$ cat src/hw/rtl/derq_pkg.sv
// Types, codes and defaults for the double-ended ring queue.
// No dependencies; used by every other file of the block but assert_macros.svh.
`default_nettype none

package derq_pkg;

	localparam int DEPTH_DEF = 8;
	localparam int WORD_W    = 32;

	typedef logic signed [WORD_W-1:0] word_t;

	typedef enum logic [1:0] {
		CMD_PUSH_REAR  = 2'd0,
		CMD_PUSH_FRONT = 2'd1,
		CMD_POP_REAR   = 2'd2,
		CMD_POP_FRONT  = 2'd3
	} cmd_t;

	typedef enum logic [1:0] {
		STS_DONE  = 2'd0,
		STS_FULL  = 2'd1,
		STS_EMPTY = 2'd2
	} status_t;

	typedef struct packed {
		cmd_t  cmd;
		word_t push_value;
	} req_t;

	typedef struct packed {
		word_t   pop_value;
		status_t status;
		logic    now_empty;
		logic    now_full;
	} rsp_t;

	// What every cell of the row does in a cycle
	typedef enum logic [2:0] {
		OP_HOLD,
		OP_SHIFT_IN,    // row moves away from the front, new word enters cell 0
		OP_SHIFT_OUT,   // row moves towards the front
		OP_WRITE_TAIL,  // cell just past the rear takes the word
		OP_CAR_LOAD,    // carrier row copies the data row
		OP_CAR_SHIFT    // carrier row moves one cell towards the front
	} cell_op_t;

	typedef struct packed {
		cell_op_t op;
		word_t    word;
	} cell_ctl_t;

	typedef enum logic [1:0] {
		FSM_IDLE,
		FSM_WALK,
		FSM_DONE
	} fsm_t;

endpackage

`default_nettype wire

$ cat src/hw/rtl/derq_cell.sv
// One storage cell of the queue row: a data word and a carrier word.
// Depends on derq_pkg.
`default_nettype none

module derq_cell #(
	parameter int IDX = 0,
	parameter int CW  = 3
) (
	input  wire logic                 clk,
	input  wire derq_pkg::cell_ctl_t  ctl,
	input  wire logic [CW-1:0]        count,
	input  wire derq_pkg::word_t      d_lo,
	input  wire derq_pkg::word_t      d_hi,
	input  wire derq_pkg::word_t      c_hi,
	output derq_pkg::word_t           d,
	output derq_pkg::word_t           c
);
	import derq_pkg::*;

	word_t d_q;
	word_t car_q;

	always_ff @(posedge clk) begin
		case (ctl.op)
			OP_SHIFT_IN:  d_q <= d_lo;
			OP_SHIFT_OUT: d_q <= d_hi;
			OP_WRITE_TAIL: begin
				if (count == CW'(IDX)) begin
					d_q <= ctl.word;
				end
			end
			default: ;
		endcase
	end

	always_ff @(posedge clk) begin
		case (ctl.op)
			OP_CAR_LOAD:  car_q <= d_q;
			OP_CAR_SHIFT: car_q <= c_hi;
			default: ;
		endcase
	end

	assign d = d_q;
	assign c = car_q;

endmodule

`default_nettype wire

$ cat src/hw/rtl/derq_ctrl.sv
// Sequencer of the queue: fill count, rear-read walk and response register.
// Depends on derq_pkg.
`default_nettype none

module derq_ctrl #(
	parameter int DEPTH = derq_pkg::DEPTH_DEF,
	parameter int CW    = $clog2(DEPTH)
) (
	input  wire logic             clk,
	input  wire logic             arst_n,
	input  wire logic             req_valid,
	output logic                  req_ready,
	input  wire derq_pkg::req_t   req,
	output logic                  rsp_valid,
	input  wire logic             rsp_ready,
	output derq_pkg::rsp_t        rsp,
	input  wire derq_pkg::word_t  head_word,
	input  wire derq_pkg::word_t  car_word,
	output derq_pkg::cell_ctl_t   ctl,
	output logic [CW-1:0]         count
);
	import derq_pkg::*;

	localparam logic [CW-1:0] CNT_FULL = CW'(DEPTH - 1);
	localparam logic [CW-1:0] CNT_ONE  = CW'(1);

	fsm_t          state_q, state_d;
	logic [CW-1:0] count_q, count_d;
	logic [CW-1:0] steps_q;
	rsp_t          rsp_q, rsp_d;
	logic          rsp_valid_q;
	logic          rsp_load;
	logic          out_free;
	logic          accept;
	logic          is_full;
	logic          is_empty;
	logic          walk_start;

	assign out_free   = !rsp_valid_q || rsp_ready;
	assign accept     = req_valid && req_ready;
	assign is_full    = (count_q == CNT_FULL);
	assign is_empty   = (count_q == '0);
	// rear pop with more than one word held needs the carrier walk
	assign walk_start = accept && (req.cmd == CMD_POP_REAR) && !is_empty
		&& (count_q != CNT_ONE);

	always_comb begin
		state_d = state_q;
		case (state_q)
			FSM_IDLE: if (walk_start) state_d = FSM_WALK;
			FSM_WALK: if (steps_q == CNT_ONE) state_d = FSM_DONE;
			FSM_DONE: if (out_free) state_d = FSM_IDLE;
			default:  state_d = FSM_IDLE;
		endcase
	end

	always_comb begin
		req_ready = 1'b0;
		ctl.op    = OP_HOLD;
		ctl.word  = req.push_value;
		count_d   = count_q;
		rsp_load  = 1'b0;
		rsp_d.pop_value = '0;
		rsp_d.status    = STS_DONE;
		case (state_q)
			FSM_IDLE: begin
				req_ready = out_free;
				if (accept) begin
					if (req.cmd inside {CMD_PUSH_REAR, CMD_PUSH_FRONT}) begin
						if (is_full) begin
							rsp_d.status = STS_FULL;
						end else begin
							ctl.op  = (req.cmd == CMD_PUSH_REAR) ? OP_WRITE_TAIL : OP_SHIFT_IN;
							count_d = count_q + CNT_ONE;
						end
					end else if (is_empty) begin
						rsp_d.status = STS_EMPTY;
					end else begin
						count_d = count_q - CNT_ONE;
						if (req.cmd == CMD_POP_FRONT) begin
							ctl.op          = OP_SHIFT_OUT;
							rsp_d.pop_value = head_word;
						end else if (walk_start) begin
							ctl.op = OP_CAR_LOAD;
						end else begin
							rsp_d.pop_value = head_word;
						end
					end
					rsp_load = !walk_start;
				end
			end
			FSM_WALK: begin
				ctl.op = OP_CAR_SHIFT;
			end
			FSM_DONE: begin
				rsp_d.pop_value = car_word;
				rsp_load        = out_free;
			end
			default: ;
		endcase
		rsp_d.now_empty = (count_d == '0);
		rsp_d.now_full  = (count_d == CNT_FULL);
	end

	always_ff @(posedge clk or negedge arst_n) begin
		if (!arst_n) begin
			state_q     <= FSM_IDLE;
			count_q     <= '0;
			rsp_valid_q <= 1'b0;
		end else begin
			state_q <= state_d;
			count_q <= count_d;
			if (rsp_load) begin
				rsp_valid_q <= 1'b1;
			end else if (rsp_ready) begin
				rsp_valid_q <= 1'b0;
			end
		end
	end

	always_ff @(posedge clk) begin
		if (rsp_load) begin
			rsp_q <= rsp_d;
		end
		if (walk_start) begin
			steps_q <= count_q - CNT_ONE;
		end else if (state_q == FSM_WALK) begin
			steps_q <= steps_q - CNT_ONE;
		end
	end

	assign rsp_valid = rsp_valid_q;
	assign rsp       = rsp_q;
	assign count     = count_q;

endmodule

`default_nettype wire

$ cat src/hw/rtl/double_ended_ring_queue.sv
// Double-ended queue on a row of DEPTH-1 storage cells.
// Usage notes below. Depends on derq_pkg, derq_cell and derq_ctrl.
//
// Channels: req (cmd, push_value) with req_valid/req_ready, rsp (pop_value,
// status, now_empty, now_full) with rsp_valid/rsp_ready. Every request
// transaction gives exactly one response transaction, in order.
// The front word always sits in cell 0; the rear word in cell count-1.
// Pushes, front pops, rejected requests and rear pops with a single word held
// are answered directly: the response is registered at the accepting edge and
// can be taken at the next one. A rear pop with n >= 2 words held first walks
// the rear word down the carrier row one cell a cycle, then registers it.
// Throughput: one transaction a cycle except during that walk and while a response is stalled.
// Reset clears the fill count and the response valid flag; cell contents are
// left as they are and are never read before being written.
// When the receiver stalls, the response is held and req_ready drops until
// the response is taken.
`default_nettype none

module double_ended_ring_queue #(
	parameter int DEPTH = derq_pkg::DEPTH_DEF
) (
	input  wire logic            clk,
	input  wire logic            arst_n,
	input  wire logic            req_valid,
	output logic                 req_ready,
	input  wire derq_pkg::req_t  req,
	output logic                 rsp_valid,
	input  wire logic            rsp_ready,
	output derq_pkg::rsp_t       rsp
);
	import derq_pkg::*;

	localparam int CW    = $clog2(DEPTH);
	localparam int NCELL = DEPTH - 1;

	cell_ctl_t     ctl;
	logic [CW-1:0] count;
	word_t         d_w [NCELL];
	word_t         c_w [NCELL];

	derq_ctrl #(
		.DEPTH (DEPTH),
		.CW    (CW)
	) u_ctrl (
		.clk       (clk),
		.arst_n    (arst_n),
		.req_valid (req_valid),
		.req_ready (req_ready),
		.req       (req),
		.rsp_valid (rsp_valid),
		.rsp_ready (rsp_ready),
		.rsp       (rsp),
		.head_word (d_w[0]),
		.car_word  (c_w[0]),
		.ctl       (ctl),
		.count     (count)
	);

	for (genvar i = 0; i < NCELL; i++) begin : g_cell
		word_t d_lo;
		word_t d_hi;
		word_t c_hi;

		if (i == 0) begin : g_first
			assign d_lo = ctl.word;
		end else begin : g_mid_lo
			assign d_lo = d_w[i-1];
		end

		if (i == NCELL - 1) begin : g_last
			assign d_hi = '0;
			assign c_hi = '0;
		end else begin : g_mid_hi
			assign d_hi = d_w[i+1];
			assign c_hi = c_w[i+1];
		end

		derq_cell #(
			.IDX (i),
			.CW  (CW)
		) u_cell (
			.clk   (clk),
			.ctl   (ctl),
			.count (count),
			.d_lo  (d_lo),
			.d_hi  (d_hi),
			.c_hi  (c_hi),
			.d     (d_w[i]),
			.c     (c_w[i])
		);
	end

endmodule

`default_nettype wire

$ cat config.mk
export PLATFORM = sky130hd
export DESIGN_NAME = double_ended_ring_queue
export DESIGN_NICKNAME = d
export VERILOG_FILES = /design/src/hw/rtl/derq_pkg.sv /design/src/hw/rtl/derq_cell.sv /design/src/hw/rtl/derq_ctrl.sv /design/src/hw/rtl/double_ended_ring_queue.sv
export SDC_FILE = /design/constraint.sdc
export NUM_CORES = 1
export LEC_CHECK = 0
export BUFFER_PORTS_ARGS = -buffer_cell sky130_fd_sc_hd__clkbuf_2
export CAP_MARGIN = 0
export CORE_MARGIN = 1
export CORE_UTILIZATION = 28
export DETAILED_ROUTE_END_ITERATION = 10
export GPL_ROUTABILITY_DRIVEN = 0
export MAX_ROUTING_LAYER = met4
export PLACE_DENSITY = 0.54
export SYNTH_ARGS = -nofsm -noshare
export SYNTH_HDL_FRONTEND = slang
export SYNTH_HIERARCHICAL = 1
export SYNTH_SLANG_ARGS = --single-unit
$ cat constraint.sdc
create_clock -name clk -period 9.59 [get_ports clk]
set_input_delay 2.3975 -clock clk [delete_from_list [all_inputs] [get_ports clk]]
set_output_delay 2.3975 -clock clk [all_outputs]
set_load 0.01 [all_outputs]
### After elaboration in Yosys (flattened, before gate mapping)

Index checks and enable logic that the tools add are counted.

* output and inout port bits: 38
* input port bits: 38
* flip-flop bits (word level): 493
* word-level logic and storage cells: 135

* $add $sub $neg: 3
* eq/ne operators: 30
* reductions and logical operators: 26
* mux-type cells: 54

Operators by type and width (count)
* $pmux W32 S3: 7
* $pmux W32 S2: 8
* $mux W32: 11
* $mux W3: 13
* $mux W34: 1
* $eq A3 B3 Y1 const B: 7
* $ne A2 B1 Y1 const B: 9
* $reduce_and A2 Y1: 8
* $eq A3 B2 Y1 const B: 4
* $mux W2: 6
* $eq A3 B1 Y1 const B: 3
* $reduce_bool A2 Y1: 4
* $eq A2 B2 Y1 const B: 3
* $logic_not A3 Y1: 2
* $pmux W2 S3: 1
* $pmux W3 S2: 1
* $sub A3 B1 Y3 const B: 2
* $mux W1: 5
* $eq A2 B1 Y1 const B: 2
* $logic_and A1 B1 Y1: 4
* $logic_not A2 Y1: 2
* $add A3 B1 Y3 const B: 1
* $logic_not A1 Y1: 3
* $ne A3 B1 Y1 const B: 1
* other kinds (5): 5

### Depth between registers and ports, before layout

* depth in word-level cells: 16
* depth in mapped cells: 11
* depth with buffers taken out: 9

### Modules after synthesis

The synthesis kept the hierarchy.

By module, submodules not included
* derq_cell (g_cell[1].u_cell ...): sequential area each 1921.8 um2, area each 3385.7 um2, times used 3, cells each 177
* derq_cell (g_cell[3].u_cell ...): sequential area each 1921.8 um2, area each 3384.5 um2, times used 3, cells each 177
* derq_cell (g_cell[0].u_cell): sequential area each 1921.8 um2, area each 3382.0 um2, times used 1, cells each 177
* derq_ctrl: sequential area each 1321.3 um2, area each 2388.5 um2, times used 1, cells each 190
* double_ended_ring_queue: sequential area each 0.0 um2, area each 3.8 um2, times used 1, cells each 1

### Worst setup path before layout

No wires, ideal clock.

* kind: input -> register
* start: in rsp_ready
* end: reg g_cell[0].u_cell.d_q[0], enable pin
* buffers on the path: 0
* library setup time: 0.461 ns
* cell stages on the path: 5
* arrival time: 6.309 ns
* path slack: 2.820 ns
* path through: nand2b_1 nand3_1 a21oi_1 nor2_1 nor3_1

RTL lines
* start, declared: line double_ended_ring_queue.sv:28 `input wire logic rsp_ready,`
* end signal, assigned: line derq_cell.sv:25 `OP_SHIFT_IN: d_q <= d_lo;`
* end signal, assigned: line derq_cell.sv:26 `OP_SHIFT_OUT: d_q <= d_hi;`
* end signal, assigned: line derq_cell.sv:29 `d_q <= ctl.word;`
* end, declared: line derq_cell.sv:20 `word_t d_q;`

==> results_dict.tcl <==
set metrics [dict create \
    slew_viol_final 0 \
    die_w_um 307 \
    cts_max_level 2 \
    total_leakage_power_uw 0.0109 \
    clk_pin_slew_ns 0.06 \
    grt_pass1_vias 13800 \
    firstDrtPassIters 5 \
    synthCells 1430 \
    place_area_um2 27600 \
    tns_ns 0 \
    synth_ff_type "edfxtp_1" \
    route.detailed.drc 0 \
    min_period_ns 5.61 \
    cp.buffers_inverters 2 \
    p_seq_share_pct 42.2 \
    fill_cells 8957 \
    grt_overflow 0 \
    fp.dieH_um 307 \
    hold_class "reg2reg" \
    stdcell_area_um2 29300 \
    max_cap_viol_count 0 \
    crit_family "simple AND/OR/NAND/NOR gates" \
    crit_path_end_kind "flop" \
    grt_pass1_wl_um 93400 \
    relSlewSlack_pct 8.38 \
    setup_viol 0 \
    clock_sinks 493 \
    crit_slowest_cell "nand3b_4" \
    cts_buffer_depth 3 \
    vias 12800 \
    start_kind "input pin" \
    p_int_uw 7270 \
    antenna_found_initial 8 \
    cts_tree "built" \
    netlist_area_um2 26100 \
    first_iter_violations 710 \
    routedWlPerCell_um 22.0 \
    rsz0062_at_grt "no" \
    synth.distinct_cells 46 \
    row_count 111 \
    io_pins 76 \
    async_reset_ff_share_pct 1.22 \
    p_sw_share_pct 31.4 \
    synth_edf_count 487 \
    slowest_delay_ns 0.73 \
    yosysSeqAreaShare_pct 56.6 \
    routed_wl_um 62100 \
    fmax_ghz 0.178 \
    ant_nets 0 \
    path_cells "clkbuf_2 > nand2b_1 > nand3_1 > nor2_1 > a21oi_1 > nor2_4 > buf_12 > nand3b_4 > mux2_1" \
    core_um2 91900 \
    grt_max_degree 123 \
    worstMarginPinSlew_ns 1.37 \
    clkPwrFrac_pct 18.7 \
    ys_warn_count 6 \
    cts_inserted_buffers 53 \
    initial_core_util_pct 28.4 \
    cp_data_required_time_ns 9.93 \
    period_share_pct 58.5 \
    die-area_um2 94400 \
    p_total_uw 10600 \
    holdBufCountCts 0 \
    crit_path_max_fanout 122 \
    status "complete, no violations" \
    p_switching_uw 3330 \
    drive_gt1_share_pct 52.7 \
    cts_setup_buffers 0 \
    synth_seq_cells 493 \
    cts_resized 0 \
    comb_power_share_pct 39.1 \
    final_nets 1574 \
    vdd_drop_max_v 0.000329 \
    final_hold_viol_count 0 \
    holdWs_ns 0.522 \
    skew_ns 0.0214 \
    avgSynthCellArea_um2 18.2 \
    io_buffers 75 \
    hpwlAfterDp_um 35300 \
    powerDensity_nw_per_um2 362 \
    grt.total_usage_pct 13.5 \
    root_buffer "clkbuf_16" \
    syn2layout_area_growth_pct 12.3 \
    timing.setup.critical_path_class "in2reg" \
    critPathArrivalTime_ns 5.95 \
    via_per_inst 4.55 \
    clkLatencyLatePin_ns 0.60 \
]
## per-stage QoR
step                util (%)  setup slack, ns  instances
floorplan                  -             2.82       1493
global placement        30.0             3.35       2718
detailed placement      30.0             3.35       2718
CTS                     31.8             3.97       2816
global route            31.9             3.76       2823
finish                  31.9             3.98       2823
## cells in the final DEF (no fill, tap or decap), types with 6 or more instances in the layout
cell | synthesis | final
clkinv_2 | 0 | 11
inv_1 | 7 | 7
o21bai_1 | 6 | 6
nor2b_4 | 0 | 14
ha_1 | 6 | 6
nand3b_4 | 7 | 7
nor2_1 | 9 | 8
mux2_4 | 406 | 406
a22o_1 | 32 | 32
dfrtp_1 | 6 | 6
a31oi_4 | 0 | 6
edfxtp_1 | 487 | 487
buf_4 | 32 | 23
diode_2 | 0 | 7
clkinv_1 | 0 | 9
clkbuf_2 | 0 | 75
nand2_1 | 8 | 7
clkbuf_16 | 0 | 55
clkbuf_1 | 4 | 18
conb_1 | 1 | 64
mux2_2 | 210 | 210
mux2_1 | 56 | 56
## cells in the mapped netlist (2+ instances only)
master	number	area (um2)
nor2_1	9	33.8
mux2i_1	3	30.0
xnor2_1	3	26.3
ha_1	6	75.1
edfxtp_1	487	14600
a21oi_1	4	20.0
buf_8	21	315
buf_6	32	360
mux2_4	406	6100
nor2b_1	18	113
or2b_1	2	15.0
nand3_1	3	15.0
nand2b_1	3	18.8
mux2_2	210	2360
or3b_2	3	26.3
nand2_1	8	30.0
o21bai_1	6	45.0
inv_1	7	26.3
nand3b_4	7	140
buf_4	32	240
nand3b_1	3	22.5
clkbuf_1	4	15.0
nor3_1	4	20.0
a31oi_1	7	43.8
buf_2	29	145
dfrtp_1	6	150
o21ai_0	2	10.0
a22o_1	32	280
mux2_1	56	631
## cells by family after synthesis
logic type      synth area share, %
fa+ha+maj                     0.288
compound gates                 1.80
buf+inv                        4.23
simple gates                   1.96
flops                          56.6
other cells                  0.0144
mux                            35.0
xor+xnor                      0.101
## final cells by class
cell class	count	area, um2	share of cell area (%)
Inverter	7	26.3	0.0897
Sequential cell	493	14800	50.5
Tap cell	1243	1560	5.31
Antenna cell	7	17.5	0.0598
Clock buffer	73	1440	4.93
Clock inverter	25	196	0.671
Multi-Input combinational cell	875	10700	36.5
Timing Repair Buffer	100	588	2.01
## path summary, 6_finish.rpt
| kind | from | cells after the start | end | slack (ns) |
|---|---|---|---|---|
| hold / removal | g_cell[2].u_cell/c[26] | 1 | g_cell[1].u_cell/c[26] | 0.52 |
| max in group asynchronous | arst_n | 1 | u_ctrl/count[0] | 7.80 |
| min in group asynchronous | arst_n | 1 | u_ctrl/count[2] | 1.62 |
| setup reg to reg | u_ctrl/count[0] | 8 | g_cell[0].u_cell/c[24] | 5.09 |
| setup / recovery | rsp_ready | 9 | g_cell[6].u_cell/c[1] | 3.98 |
| hold reg to reg | g_cell[2].u_cell/c[26] | 1 | g_cell[1].u_cell/c[26] | 0.52 |
## routing by layer
metal | up-vias | GRT usage [%] | wire length, um
met3 | 75 | 2.22 | 2520
met4 | 0 | 3.82 | 1420
met5 | - | - | 0
li1 | 5708 | - | -
met2 | 235 | 22.2 | 30400
met1 | 6826 | 17.1 | 27700
## power by group through the flow
stage	clock (uW)	sequential [uW]	combinational (uW)
global route	2120	4600	4400
finish	1980	4470	4140
detailed placement	0	4520	4170
floorplan	0	4340	3320
CTS	2040	4490	4190
global placement	0	4490	4080
## flip-flops by register name (all words and copies together) (netlist names)
| name | flops |
|---|---|
| u_ctrl/steps_q | 3 |
| g_cell.u_cell/c | 224 |
| u_ctrl/rsp | 36 |
| u_ctrl/state_q | 2 |
| u_ctrl/count | 3 |
| u_ctrl/rsp_valid | 1 |
| g_cell.u_cell/d | 224 |
Power figures use the tool's default switching activity.
